### src/password_lock_controller_defines.svh
// assertion macros shared by the lock controller rtl
// depends on a clk and an active-low rst_n in the scope of each use
`ifndef PASSWORD_LOCK_CONTROLLER_DEFINES_SVH
`define PASSWORD_LOCK_CONTROLLER_DEFINES_SVH

`ifndef NO_ASSERTIONS

// property that must hold at every edge out of reset
`define PLC_ASSERT(lbl, prop) \
    lbl: assert property (@(posedge clk) disable iff (!rst_n) (prop)) \
        else $error("lock controller check failed");

// implication checked at every edge out of reset
`define PLC_ASSERT_IMP(lbl, ante, cons) \
    lbl: assert property (@(posedge clk) disable iff (!rst_n) (ante) |-> (cons)) \
        else $error("lock controller check failed");

`else

`define PLC_ASSERT(lbl, prop)
`define PLC_ASSERT_IMP(lbl, ante, cons)

`endif

`endif

### src/plc_pkg.sv
`timescale 1ns / 1ps
// constants and codes for the combination lock controller
// no dependencies
package plc_pkg;

    // password geometry
    localparam int PASSWORD_LEN = 5;
    localparam int IDX_W        = (PASSWORD_LEN > 1) ? $clog2(PASSWORD_LEN) : 1;
    // two banks: stored password and first entry, swapped on a confirmed set
    localparam int MEM_AW       = IDX_W + 1;
    localparam int MEM_DEPTH    = 2 ** MEM_AW;

    // link codes
    localparam logic [7:0] READY_IN   = 8'h20;
    localparam logic [7:0] READY_OUT  = 8'h10;
    localparam logic [7:0] SYM_OPEN   = 8'h2A;  // '*'
    localparam logic [7:0] SYM_CHANGE = 8'h2B;  // '+'

    // modes
    localparam logic [2:0] MODE_SET    = 3'd0;
    localparam logic [2:0] MODE_MENU   = 3'd2;
    localparam logic [2:0] MODE_OPEN   = 3'd3;
    localparam logic [2:0] MODE_CHANGE = 3'd4;
    localparam logic [2:0] MODE_LOCK   = 3'd5;
    localparam logic [2:0] MODE_DOOR   = 3'd6;
    localparam logic [2:0] MODE_WAIT   = 3'd7;

    // register indexes
    localparam logic [1:0] CFG_MAX_TRIALS    = 2'd0;
    localparam logic [1:0] CFG_OPEN_TICKS    = 2'd1;
    localparam logic [1:0] CFG_LOCKOUT_TICKS = 2'd2;

    // register reset values
    localparam logic [3:0]  MAX_TRIALS_RST    = 4'd3;
    localparam logic [15:0] OPEN_TICKS_RST    = 16'd15000;
    localparam logic [15:0] LOCKOUT_TICKS_RST = 16'd60000;

    // reply queue
    localparam int MAX_RESULTS = 3;
    localparam int FIFO_DEPTH  = 8;
    localparam int FIFO_AW     = $clog2(FIFO_DEPTH);
    localparam int FIFO_CW     = FIFO_AW + 1;

    // one reply word as queued
    typedef struct packed {
        logic [7:0] reply_byte;
        logic       motor_on;
        logic       buzzer_on;
        logic [3:0] fail_leds;
        logic       last;
    } reply_t;

endpackage

### src/password_lock_controller.sv
`timescale 1ns / 1ps
// combination lock controller: password memory, mode sequencer, reply queue
// depends on plc_pkg and password_lock_controller_defines.svh
//
// channel   dir  handshake          payload
// s_*       in   s_tvalid/s_tready  s_tuser = command, s_tdata = data_byte
// m_*       out  m_tvalid/m_tready  m_tdata = reply word, m_tlast = last
// cfg_*     in   cfg_wr_en          cfg_index, cfg_wdata
//
// one input word per cycle, each handled by a single byte compare or countdown
// step; the password memory read is prefetched at the next digit index
// a word yields up to three replies, queued in an eight-entry fifo; s_tready
// is low while fewer than three fifo slots are free
// reset clears the control state at once; the password banks need no sweep,
// as each entry is written before it is read
`include "password_lock_controller_defines.svh"

module password_lock_controller
(
    input  logic        clk,
    input  logic        rst_n,
    // input words
    input  logic        s_tvalid,
    output logic        s_tready,
    input  logic [7:0]  s_tdata,    // [7:0] data_byte
    input  logic        s_tuser,    // [0] command: 0 link byte, 1 ms tick
    // reply words
    output logic        m_tvalid,
    input  logic        m_tready,
    output logic [15:0] m_tdata,    // [7:0] reply_byte, [8] motor_on,
                                    // [9] buzzer_on, [13:10] fail_leds
    output logic        m_tlast,    // last
    // register writes
    input  logic        cfg_wr_en,
    input  logic [1:0]  cfg_index,
    input  logic [15:0] cfg_wdata
);
    import plc_pkg::*;

    // configuration
    logic [3:0]  max_trials_reg;
    logic [15:0] open_ticks_reg;
    logic [15:0] lockout_ticks_reg;

    // control state
    logic [2:0]       mode_reg, mode_next;
    logic [IDX_W-1:0] idx_reg, idx_next;
    logic             confirm_reg, confirm_next;
    logic             mismatch_reg, mismatch_next;
    logic             bank_reg, bank_next;       // bank holding the stored password
    logic [3:0]       trial_reg, trial_next;
    logic [15:0]      count_reg, count_next;
    logic             motor_reg, motor_next;
    logic             buzzer_reg, buzzer_next;
    logic [3:0]       leds_reg, leds_next;

    // password memory
    logic [7:0]        pw_mem [MEM_DEPTH];
    logic [7:0]        rd_q_reg;
    logic              mem_we;
    logic [MEM_AW-1:0] wr_addr;
    logic [MEM_AW-1:0] rd_addr;
    logic              rd_bank;

    // step results
    logic       accept;
    logic [1:0] push_cnt;
    logic [7:0] res_byte [MAX_RESULTS];
    logic       mm;
    logic       idx_last;
    logic [3:0] trial_inc;

    // reply fifo
    reply_t             fifo_mem [FIFO_DEPTH];
    reply_t             head;
    logic [FIFO_AW-1:0] wr_ptr_reg;
    logic [FIFO_AW-1:0] rd_ptr_reg;
    logic [FIFO_CW-1:0] fill_reg;
    logic               pop;

    assign accept   = s_tvalid && s_tready;
    assign pop      = m_tvalid && m_tready;
    assign s_tready = (fill_reg <= FIFO_CW'(FIFO_DEPTH - MAX_RESULTS));

    // register writes
    always_ff @(posedge clk or negedge rst_n)
    begin
        if (!rst_n)
        begin
            max_trials_reg    <= MAX_TRIALS_RST;
            open_ticks_reg    <= OPEN_TICKS_RST;
            lockout_ticks_reg <= LOCKOUT_TICKS_RST;
        end
        else if (cfg_wr_en)
        begin
            unique case (cfg_index)
                CFG_MAX_TRIALS:    max_trials_reg    <= cfg_wdata[3:0];
                CFG_OPEN_TICKS:    open_ticks_reg    <= cfg_wdata;
                CFG_LOCKOUT_TICKS: lockout_ticks_reg <= cfg_wdata;
                default:           ;
            endcase
        end
    end

    // mode sequencer: one word per cycle while s_tready is high
    always_comb
    begin
        mode_next     = mode_reg;
        idx_next      = idx_reg;
        confirm_next  = confirm_reg;
        mismatch_next = mismatch_reg;
        bank_next     = bank_reg;
        trial_next    = trial_reg;
        count_next    = count_reg;
        motor_next    = motor_reg;
        buzzer_next   = buzzer_reg;
        leds_next     = leds_reg;
        mem_we        = 1'b0;
        push_cnt      = 2'd0;
        res_byte[0]   = 8'h00;
        res_byte[1]   = 8'h00;
        res_byte[2]   = 8'h00;

        mm        = mismatch_reg || (s_tdata != rd_q_reg);
        idx_last  = (idx_reg == IDX_W'(PASSWORD_LEN - 1));
        trial_inc = trial_reg + 4'd1;

        if (accept)
        begin
            if (s_tuser)
            begin
                // millisecond tick: only counts down in door or lockout mode
                if (mode_reg == MODE_DOOR || mode_reg == MODE_LOCK)
                begin
                    if (count_reg <= 16'd1)
                    begin
                        count_next  = 16'd0;
                        motor_next  = 1'b0;
                        buzzer_next = 1'b0;
                        mode_next   = MODE_MENU;
                        res_byte[0] = READY_OUT;
                        push_cnt    = 2'd1;
                    end
                    else
                    begin
                        count_next = count_reg - 16'd1;
                    end
                end
            end
            else
            begin
                unique case (mode_reg) inside
                    MODE_WAIT:
                    begin
                        // no password can be stored before the ready byte
                        if (s_tdata == READY_IN)
                        begin
                            mode_next   = MODE_SET;
                            res_byte[0] = {5'b0, MODE_SET};
                            push_cnt    = 2'd1;
                        end
                    end
                    MODE_SET:
                    begin
                        if (!confirm_reg)
                        begin
                            // first entry goes to the spare bank
                            mem_we   = 1'b1;
                            idx_next = idx_reg + 1'b1;
                            if (idx_last)
                            begin
                                idx_next      = '0;
                                confirm_next  = 1'b1;
                                mismatch_next = 1'b0;
                            end
                        end
                        else
                        begin
                            idx_next      = idx_reg + 1'b1;
                            mismatch_next = mm;
                            if (idx_last)
                            begin
                                idx_next      = '0;
                                confirm_next  = 1'b0;
                                mismatch_next = 1'b0;
                                res_byte[0]   = {7'b0, !mm};
                                push_cnt      = 2'd1;
                                if (!mm)
                                begin
                                    // spare bank becomes the stored password
                                    bank_next   = !bank_reg;
                                    mode_next   = MODE_MENU;
                                    res_byte[1] = READY_OUT;
                                    push_cnt    = 2'd2;
                                end
                            end
                        end
                    end
                    MODE_MENU:
                    begin
                        if (s_tdata == SYM_OPEN)
                        begin
                            mode_next = MODE_OPEN;
                        end
                        else if (s_tdata == SYM_CHANGE)
                        begin
                            mode_next = MODE_CHANGE;
                        end
                        else
                        begin
                            res_byte[0] = READY_OUT;
                            push_cnt    = 2'd1;
                        end
                        idx_next      = '0;
                        mismatch_next = 1'b0;
                    end
                    MODE_OPEN, MODE_CHANGE:
                    begin
                        idx_next      = idx_reg + 1'b1;
                        mismatch_next = mm;
                        if (idx_last)
                        begin
                            idx_next      = '0;
                            mismatch_next = 1'b0;
                            res_byte[0]   = {7'b0, !mm};
                            if (mm)
                            begin
                                // wrong entry: count it, maybe lock out
                                trial_next  = trial_inc;
                                if (trial_inc > leds_reg)
                                begin
                                    leds_next = trial_inc;
                                end
                                res_byte[1] = {5'b0, mode_reg};
                                if (trial_inc >= max_trials_reg)
                                begin
                                    trial_next  = 4'd0;
                                    mode_next   = MODE_LOCK;
                                    count_next  = lockout_ticks_reg;
                                    buzzer_next = 1'b1;
                                    res_byte[1] = {5'b0, MODE_LOCK};
                                end
                                push_cnt = 2'd2;
                            end
                            else if (mode_reg == MODE_OPEN)
                            begin
                                trial_next  = 4'd0;
                                leds_next   = 4'd0;
                                res_byte[1] = {5'b0, MODE_OPEN};
                                res_byte[2] = READY_OUT;
                                push_cnt    = 2'd3;
                                motor_next  = 1'b1;
                                count_next  = open_ticks_reg;
                                mode_next   = MODE_DOOR;
                            end
                            else
                            begin
                                trial_next   = 4'd0;
                                leds_next    = 4'd0;
                                mode_next    = MODE_SET;
                                confirm_next = 1'b0;
                                res_byte[1]  = {5'b0, MODE_SET};
                                push_cnt     = 2'd2;
                            end
                        end
                    end
                    default:
                    begin
                        // door or lockout: link bytes are ignored
                    end
                endcase
            end
        end
    end

    // control state registers
    always_ff @(posedge clk or negedge rst_n)
    begin
        if (!rst_n)
        begin
            mode_reg     <= MODE_WAIT;
            idx_reg      <= '0;
            confirm_reg  <= 1'b0;
            mismatch_reg <= 1'b0;
            bank_reg     <= 1'b0;
            trial_reg    <= 4'd0;
            count_reg    <= 16'd0;
            motor_reg    <= 1'b0;
            buzzer_reg   <= 1'b0;
            leds_reg     <= 4'd0;
        end
        else
        begin
            mode_reg     <= mode_next;
            idx_reg      <= idx_next;
            confirm_reg  <= confirm_next;
            mismatch_reg <= mismatch_next;
            bank_reg     <= bank_next;
            trial_reg    <= trial_next;
            count_reg    <= count_next;
            motor_reg    <= motor_next;
            buzzer_reg   <= buzzer_next;
            leds_reg     <= leds_next;
        end
    end

    // prefetch address: spare bank while confirming, stored bank otherwise
    assign rd_bank = (mode_next == MODE_SET && confirm_next) ? !bank_next : bank_next;
    assign rd_addr = {rd_bank, idx_next};
    assign wr_addr = {!bank_reg, idx_reg};

    // password memory with write-to-read forwarding
    always_ff @(posedge clk)
    begin
        if (mem_we)
        begin
            pw_mem[wr_addr] <= s_tdata;
        end
        if (mem_we && wr_addr == rd_addr)
        begin
            rd_q_reg <= s_tdata;
        end
        else
        begin
            rd_q_reg <= pw_mem[rd_addr];
        end
    end

    // reply fifo storage
    always_ff @(posedge clk)
    begin
        for (int k = 0; k < MAX_RESULTS; k++)
        begin
            if (2'(k) < push_cnt)
            begin
                fifo_mem[wr_ptr_reg + FIFO_AW'(k)] <= '{
                    reply_byte: res_byte[k],
                    motor_on:   motor_next,
                    buzzer_on:  buzzer_next,
                    fail_leds:  leds_next,
                    last:       (2'(k) == push_cnt - 2'd1)
                };
            end
        end
    end

    // reply fifo pointers
    always_ff @(posedge clk or negedge rst_n)
    begin
        if (!rst_n)
        begin
            wr_ptr_reg <= '0;
            rd_ptr_reg <= '0;
            fill_reg   <= '0;
        end
        else
        begin
            wr_ptr_reg <= wr_ptr_reg + FIFO_AW'(push_cnt);
            rd_ptr_reg <= rd_ptr_reg + FIFO_AW'(pop);
            fill_reg   <= fill_reg + FIFO_CW'(push_cnt) - FIFO_CW'(pop);
        end
    end

    // reply word out
    assign head     = fifo_mem[rd_ptr_reg];
    assign m_tvalid = (fill_reg != '0);
    assign m_tdata  = {2'b00, head.fail_leds, head.buzzer_on, head.motor_on,
                       head.reply_byte};
    assign m_tlast  = head.last;

    // checks
    `PLC_ASSERT(a_fill_bound, fill_reg <= FIFO_CW'(FIFO_DEPTH))
    `PLC_ASSERT_IMP(a_room_on_accept, accept, fill_reg <= FIFO_CW'(FIFO_DEPTH - MAX_RESULTS))
    `PLC_ASSERT(a_motor_buzzer_excl, !(motor_reg && buzzer_reg))
    `PLC_ASSERT_IMP(a_motor_in_door, motor_reg, mode_reg == MODE_DOOR)
    `PLC_ASSERT_IMP(a_buzzer_in_lock, buzzer_reg, mode_reg == MODE_LOCK)
    `PLC_ASSERT(a_idx_range, idx_reg <= IDX_W'(PASSWORD_LEN - 1))

endmodule

### config.mk
export PLATFORM = sky130hd
export DESIGN_NAME = password_lock_controller
export DESIGN_NICKNAME = d
export VERILOG_FILES = /design/src/plc_pkg.sv /design/src/password_lock_controller.sv
export VERILOG_INCLUDE_DIRS = /design/src /design/src/src
export SDC_FILE = /design/constraint.sdc
export NUM_CORES = 1
export LEC_CHECK = 0
export CORE_MARGIN = 4
export CORE_UTILIZATION = 60
export CTS_CLUSTER_SIZE = 24
export DETAILED_ROUTE_END_ITERATION = 8
export DONT_BUFFER_PORTS = 1
export GPL_ROUTABILITY_DRIVEN = 0
export GPL_TIMING_DRIVEN = 0
export PLACE_DENSITY = 0.77
export SYNTH_ARGS = -nofsm -noshare
export SYNTH_HDL_FRONTEND = slang
export SYNTH_SLANG_ARGS = --single-unit
export TNS_END_PERCENT = 5
### constraint.sdc
create_clock -name clk -period 3.6 [get_ports clk]
set_input_delay 0 -clock clk [delete_from_list [all_inputs] [get_ports clk]]
set_output_delay 0 -clock clk [all_outputs]
set_load 0.03 [all_outputs]
==> results of run 1 <==
[cell usage after synthesis, types with 5 or more instances]
| cell type | count | area, um2 |
|---|---|---|
| or3_1 | 9 | 56.3 |
| nor3_2 | 10 | 100 |
| mux2_2 | 46 | 518 |
| nor4_1 | 5 | 31.3 |
| mux4_2 | 22 | 495 |
| nor2b_1 | 5 | 31.3 |
| xnor2_1 | 8 | 70.1 |
| a21oi_1 | 46 | 230 |
| nand3_1 | 29 | 145 |
| dfstp_2 | 19 | 499 |
| nand2b_1 | 9 | 56.3 |
| o21ai_1 | 28 | 140 |
| edfxtp_1 | 192 | 5770 |
| nor2_1 | 56 | 210 |
| nor3_1 | 19 | 95.1 |
| a32o_1 | 35 | 350 |
| buf_4 | 6 | 45.0 |
| dfxtp_1 | 32 | 641 |
| a31oi_1 | 19 | 119 |
| mux2i_1 | 34 | 340 |
| a21o_1 | 5 | 37.5 |
| o211ai_1 | 7 | 52.6 |
| o21a_1 | 5 | 37.5 |
| and2_1 | 7 | 43.8 |
| o21ai_0 | 49 | 245 |
| nand2_1 | 120 | 450 |
| inv_1 | 40 | 150 |
| xor2_1 | 9 | 78.8 |
| nand4_1 | 11 | 68.8 |
| a22oi_1 | 17 | 128 |
| nor3b_1 | 5 | 37.5 |
| dfrtp_1 | 62 | 1550 |
| or2_2 | 5 | 31.3 |
| a21boi_0 | 66 | 495 |
| o32ai_1 | 30 | 263 |
| ha_1 | 27 | 338 |
| clkbuf_1 | 65 | 244 |
| buf_6 | 5 | 56.3 |
| and3_1 | 41 | 257 |
| buf_1 | 7 | 26.3 |
[area by class of cell]
class	instances	area, um2
flip-flops and latches	305	8460
plain buffers	91	497
multi-input cells	851	6400
inverters	44	165
clock inverters	22	238
repair buffers	51	508
clock buffers	36	795
well taps	330	413
diodes	1	2.50
fillers	1766	7630
[routing by layer]
metal / share of wire [%] / track usage, % / wire length (um)
met1: 40 / 38.1 / 15900
met2: 47 / 44.0 / 18600
met3: 8.5 / 5.34 / 3340
met4: 3.8 / 8.33 / 1500
met5: 0 / 0 / 0
[power groups by stage]
stage	logic [mW]	registers, mW	clock network (mW)
6_report	2.93	4.31	3.28
5_1_grt	3.17	4.34	3.47
4_1_cts	2.79	4.29	3.31
3_5_place_dp	2.64	4.35	0
3_3_place_gp	2.58	4.33	0
2_1_floorplan	2.07	4.29	0
[stage by stage]
step | utilization [%] | power [mW]
after floorplan | - | 6.36
after global placement | 62.5 | 6.91
after detailed placement | 62.5 | 6.99
after CTS | 68.7 | 10.4
after global routing | 69.6 | 11.0
final | 69.6 | 10.5
[placed cells by master, fill, tap and decap left out, types with 9 or more instances in the layout]
master / netlist / routed
a22oi_1: 17 / 17
nand2_1: 120 / 118
nand2b_1: 9 / 9
mux4_2: 22 / 22
o21ai_1: 28 / 30
nand3_1: 29 / 25
mux2i_1: 34 / 30
buf_4: 6 / 13
edfxtp_1: 192 / 192
dlygate4sd3_1: 0 / 42
dfrtp_1: 62 / 61
nor3_2: 10 / 12
mux2_2: 46 / 46
a21boi_0: 66 / 66
dfxtp_1: 32 / 32
a21oi_1: 46 / 45
inv_1: 40 / 40
and3_1: 41 / 41
a31oi_1: 19 / 18
nand4_1: 11 / 11
ha_1: 27 / 27
clkbuf_2: 0 / 18
o32ai_1: 30 / 21
o32ai_2: 2 / 11
o21ai_0: 49 / 46
clkbuf_16: 0 / 31
dfstp_2: 19 / 19
nor2_1: 56 / 56
a32o_1: 35 / 35
nor3_1: 19 / 17
clkbuf_1: 65 / 50
or3_1: 9 / 9
[kinds of logic (layout without fill, tap and decap cells)]
kind of cell / Yosys count / count (layout) / share of synthesized area, %
compound gates: 350 / 350 / 16.4
xor+xnor: 17 / 17 / 0.976
fa+ha+maj: 29 / 29 / 2.48
buf+inv: 136 / 244 / 4.19
flops: 305 / 305 / 55.4
mux: 102 / 102 / 8.88
other cells: 1 / 7 / 0.0246
simple gates: 347 / 347 / 11.6
[worst max-delay path, cell delays in order, from the launching register on]
cell and delay, ns:
dfrtp_1 0.39, ha_1 0.24, a21bo_2 0.29, and3_1 0.20, clkbuf_2 0.24, a31oi_4 0.36
nand2_1 0.34, clkbuf_1 0.39, o32ai_1 0.53, a22oi_1 0.16, mux2i_2 0.29, nor3_2 0.07
[final timing paths]
kind	start	slack [ns]	cells past startpoint	to
min	rst_n	0.01	2	lockout_ticks_reg[4]
max reg2reg	fill_reg[2]	-0.005	11	rd_q_reg[2]
max in group asynchronous	rst_n	3.25	2	mode_reg[2]
min reg2reg	fifo_mem[0][7]	0.46	2	fifo_mem[0][7]
max	fill_reg[2]	-0.005	11	rd_q_reg[2]
min in group clk	s_tdata[5]	0.07	4	mode_reg[1]
[timing repair]
item	in CTS	in global routing
gates resized for setup	14	65
endpoints found under the setup margin	37	95
hold buffers	42	1
hold endpoints to repair	253	2
setup buffers	0	6
pin swaps	0	4
==> impl_metrics.env, run 1 <==
export IMPL_power_density_nw_per_um2=602
export IMPL_skew_ns=0.0126
export IMPL_critPathRequiredTime_ns=4.05
export IMPL_die_height_um=167
export IMPL_hold_viol=0
export IMPL_drc_errors=0
export IMPL_grt_pass1_vias=11000
export IMPL_async_reset_ff_share_pct=26.6
export IMPL_design_area_um2=17500
export IMPL_syn_avg_cell_area_um2=11.9
export IMPL_placed_area_um2=15700
export IMPL_postRouteAntennaNets=0
export IMPL_status="finished with violations"
export IMPL_largestRegisters="pw_mem: 128 flops, fifo_mem: 88 flops"
export IMPL_startpoint_type="flop"
export IMPL_grt_overflow=0
export IMPL_vias_per_cell=6.62
export IMPL_largest_reg_flops=128
export IMPL_setup_violations=1
export IMPL_core_um2=25100
export IMPL_place_ws_ns=-0.433
export IMPL_die_width_um=167
export IMPL_drv_slew=0
export IMPL_cp_arrival_ns=4.05
export IMPL_p_leak_nw=6.27
export IMPL_io_pins=51
export IMPL_syn_area_um2=15300
export IMPL_clock_root_buffer="clkbuf_16"
export IMPL_hold_class="in -> async"
export IMPL_grt_max_degree=82
export IMPL_grt_setup_unrepaired="yes"
export IMPL_detailedRoute_firstIterationViolations=1483
export IMPL_wl_per_cell_um=22.7
export IMPL_slew_limit_headroom_pct=11.3
export IMPL_worstSetupPathType="reg -> reg"
export IMPL_syn2layout_area_growth_pct=14.6
export IMPL_rows=58
export IMPL_finalSetupTns_ns=-0.00501
export IMPL_final_cells=1731
export IMPL_finalCritPeriodShare_pct=100
export IMPL_dp_hpwl_um=25400
export IMPL_place_inst=1622
export IMPL_end_kind="flop"
export IMPL_nets=1436
export IMPL_start_util_pct=60.7
export IMPL_antenna_found_initial=1
export IMPL_synth_edf_count=192
export IMPL_cts_made_buffers=31
export IMPL_clockBufferDepth=3
export IMPL_routed_wl_um=39400
export IMPL_grt_total_usage_pct=27.3
export IMPL_drt_first_pass_iters=6
export IMPL_grt_pass1_wl_um=61300
export IMPL_synthFlopType="edfxtp_1"
export IMPL_num_vias=11500
export IMPL_io_buffers=0
export IMPL_syn_inst=1287
export IMPL_ir_drop_uv=595
export IMPL_p_comb_share_pct=27.9
export IMPL_layout_drive_gt1_share_pct=18.0
export IMPL_dieArea_um2=28000
export IMPL_worst_pin_slew_ns=1.32
export IMPL_fin_crit_ns=3.61
export IMPL_swShare_pct=32.1
export IMPL_pwr_share_seq_pct=41.0
export IMPL_whs_ns=0.0146
export IMPL_timing_final_ws_setup_ns=-0.00501
export IMPL_cts_clk_slew_worst_paths_ns=0.06
export IMPL_synth_ff_latch_count=305
export IMPL_ys_types=79
export IMPL_yosys_warnings=0
export IMPL_cts_tree="yes"
export IMPL_htreeDepth=1
export IMPL_pwr_share_clk_pct=31.1
export IMPL_regMostFlops="pw_mem"
export IMPL_internal_power_mw=7.14
export IMPL_maxCapViolations=0
export IMPL_worstPathMaxFanout=10
export IMPL_p_sw_mw=3.38
export IMPL_insertion_delay_ns=0.56
export IMPL_max_freq_ghz=0.277
export IMPL_ys_seq_area_share_pct=55.4
export IMPL_cts_sinks=305
export IMPL_violations="negative setup slack"
Power figures use the tool's default switching activity.
==> run 2, diff against run 1 <==
--- a/config.mk
+++ b/config.mk
@@ -12,7 +12,6 @@
 export DETAILED_ROUTE_END_ITERATION = 8
 export DONT_BUFFER_PORTS = 1
 export GPL_ROUTABILITY_DRIVEN = 0
-export GPL_TIMING_DRIVEN = 0
 export PLACE_DENSITY = 0.77
 export SYNTH_ARGS = -nofsm -noshare
 export SYNTH_HDL_FRONTEND = slang
==> run 2 against run 1 <==
The run now ends clean. Critical path depth rose by 1. Clock skew rose by 0.0022 ns. Sequential power rose by 3%. Register-to-register slack improved by 0.17 ns. Utilization fell by 1.7 points. Clock power fell by 3%. Die area did not move. Cell count fell by 3.6%. Critical path type unchanged. Largest cell class unchanged.
==> impl_metrics.env, run 2 (same netlist as run 1, synthesis figures left out) <==
export IMPL_status="finished clean"
export IMPL_r2r_slack_ns=0.16
export IMPL_nets=1376
export IMPL_critPathRequiredTime_ns=4.04
export IMPL_dp_hpwl_um=22100
export IMPL_grt_setup_unrepaired="no"
export IMPL_ir_drop_uv=487
export IMPL_power_density_nw_per_um2=599
export IMPL_finalCritPeriodShare_pct=95.4
export IMPL_grt_pass1_vias=10500
export IMPL_grt_max_degree=78
export IMPL_detailedRoute_firstIterationViolations=1471
export IMPL_cts_clk_slew_worst_paths_ns=0.06
export IMPL_grt_total_usage_pct=25.2
export IMPL_vias_per_cell=6.46
export IMPL_routed_wl_um=35400
export IMPL_hold_class="in -> reg"
export IMPL_crit_top_cell="ha_1"
export IMPL_cts_sinks=305
export IMPL_htreeDepth=1
export IMPL_hold_viol=0
export IMPL_dieArea_um2=28000
export IMPL_largestRegisters="pw_mem: 128 flops, fifo_mem: 88 flops"
export IMPL_r2r_end="rd_q_reg[7]"
export IMPL_fin_crit_ns=3.44
export IMPL_crit_chain="ha_1 > xor2_2 > ha_1 > nor3_1 > a211oi_1 > buf_4 > a2111oi_4 > a21oi_1 > and4bb_1 > buf_12 > mux2i_1 > nor3_2"
export IMPL_design_area_um2=17000
export IMPL_clock_root_buffer="clkbuf_16"
export IMPL_finalSetupTns_ns=0
export IMPL_insertion_delay_ns=0.55
export IMPL_final_common_cell="edfxtp_1"
export IMPL_start_util_pct=60.7
export IMPL_rows=58
export IMPL_syn2layout_area_growth_pct=11.7
export IMPL_place_inst=1577
export IMPL_cts_tree="yes"
export IMPL_worstSetupPathType="reg -> reg"
export IMPL_slowest_delay_ns=0.47
export IMPL_largest_reg_flops=128
export IMPL_core_um2=25100
export IMPL_reg2regPathDepth=12
export IMPL_clockBufferDepth=3
export IMPL_timing_final_ws_setup_ns=0.165
export IMPL_setup_violations=0
export IMPL_maxCapViolations=0
export IMPL_layout_drive_gt1_share_pct=16.4
export IMPL_min_delay_path_depth=4
export IMPL_skew_ns=0.0147
export IMPL_p_leak_nw=6.10
export IMPL_cp_arrival_ns=3.87
export IMPL_final_cell_mix="edfxtp_1 (192), nand2_1 (120), a21boi_0 (66), dfrtp_1 (62), nor2_1 (56)"
export IMPL_postRouteAntennaNets=0
export IMPL_hold_end="mode_reg[1]"
export IMPL_utilization_pct=67.9
export IMPL_placed_area_um2=15700
export IMPL_drv_slew=0
export IMPL_grt_overflow=0
export IMPL_worst_pin_slew_ns=1.10
export IMPL_final_cells=1669
export IMPL_slew_limit_headroom_pct=25.6
export IMPL_cts_made_buffers=30
export IMPL_worstPathMaxFanout=24
export IMPL_regMostFlops="pw_mem"
export IMPL_grt_pass1_wl_um=57600
export IMPL_wl_per_cell_um=21.2
export IMPL_slowest_stage="dfrtp_1"
export IMPL_n_antenna_cell=0
export IMPL_r2r_start="trial_reg[0]"
export IMPL_end_kind="flop"
export IMPL_io_pins=51
export IMPL_min_from="s_tdata[5]"
export IMPL_io_buffers=0
export IMPL_drc_errors=0
export IMPL_antenna_found_initial=0
export IMPL_num_vias=10800
export IMPL_die_width_um=167
export IMPL_die_height_um=167
export IMPL_drt_first_pass_iters=5
export IMPL_startpoint="trial_reg[0]"
export IMPL_place_ws_ns=0.184
export IMPL_max_freq_ghz=0.291
export IMPL_startpoint_type="flop"
## run 2: changes by cell type in the layout (fill, tap and decap cells not counted), moves of 9 or more
| cell | change |
|---|---|
| buf_4 | +29 |
| clkbuf_1 | -40 |
| clkbuf_2 | -18 |
| o32ai_1 | +9 |
| o32ai_2 | -9 |
## run 2: layer usage
layer / vias to the layer above / GRT usage (%) / part of all wire (%)
met5: - / 0 / 0
met4: 0 / 5.89 / 2.6
met3: 78 / 3.33 / 7.1
met2: 449 / 41.0 / 48
met1: 5288 / 36.8 / 42
li1: 4964 / - / -
## run 2: worst max path at each step
| stage | end | slack [ns] | depth (start not counted) |
|---|---|---|---|
| CTS | rd_q_reg[6] | 0.16 | 12 |
| finish | rd_q_reg[7] | 0.16 | 12 |
| detailed placement | rd_q_reg[0] | 0.18 | 12 |
| global placement | rd_q_reg[7] | 0.29 | 12 |
| global route | rd_q_reg[3] | 0.02 | 10 |
| floorplan | fill_reg[2] | 0.47 | 12 |
## run 2: critical path: cells and delay by family, from the launching register on
| kind | cells | cell delay [ns] |
|---|---|---|
| AOI/OAI and AO/OA | 3 | 0.58 |
| xor gates and xnor gates | 1 | 0.26 |
| adders and majority gates | 2 | 0.56 |
| buffers and inverters | 2 | 0.39 |
| DFF | 1 | 0.47 |
| muxes | 1 | 0.28 |
| and+or+nand+nor | 3 | 0.75 |
## run 2: cell type report
cell class                 instances  area [um2]
sequential                       305        8460
fill                            1793        8070
multi-input combinational        851        6210
clock buffer                      42         827
timing repair buffer              83         793
tap                              330         413
clock inverter                    14         176
inverter                          44         165
## run 2: where the power goes
| group | leakage [nW] | switching (mW) | internal (mW) | total, mW |
|---|---|---|---|---|
| logic | 2.67 | 1.55 | 1.07 | 2.62 |
| clock network | 0.487 | 1.28 | 1.89 | 3.17 |
| registers | 2.94 | 0.347 | 4.07 | 4.42 |
| total | 6.10 | 3.18 | 7.03 | 10.2 |
## run 2: stage by stage
stage | hold WS, ns | power, mW
final | 0.0661 | 10.2
after global routing | 0.0755 | 10.7
after CTS | 0.0203 | 10.3
after detailed placement | -0.294 | 6.98
after global placement | -0.293 | 6.91
after floorplan | -0.296 | 6.36
## run 2: what timing repair did
action	4_1_cts	5_1_grt
hold endpoints to repair	279	0
resized for setup	0	1
hold buffers	36	0
buffers inserted	0	0
setup endpoints to repair	0	7
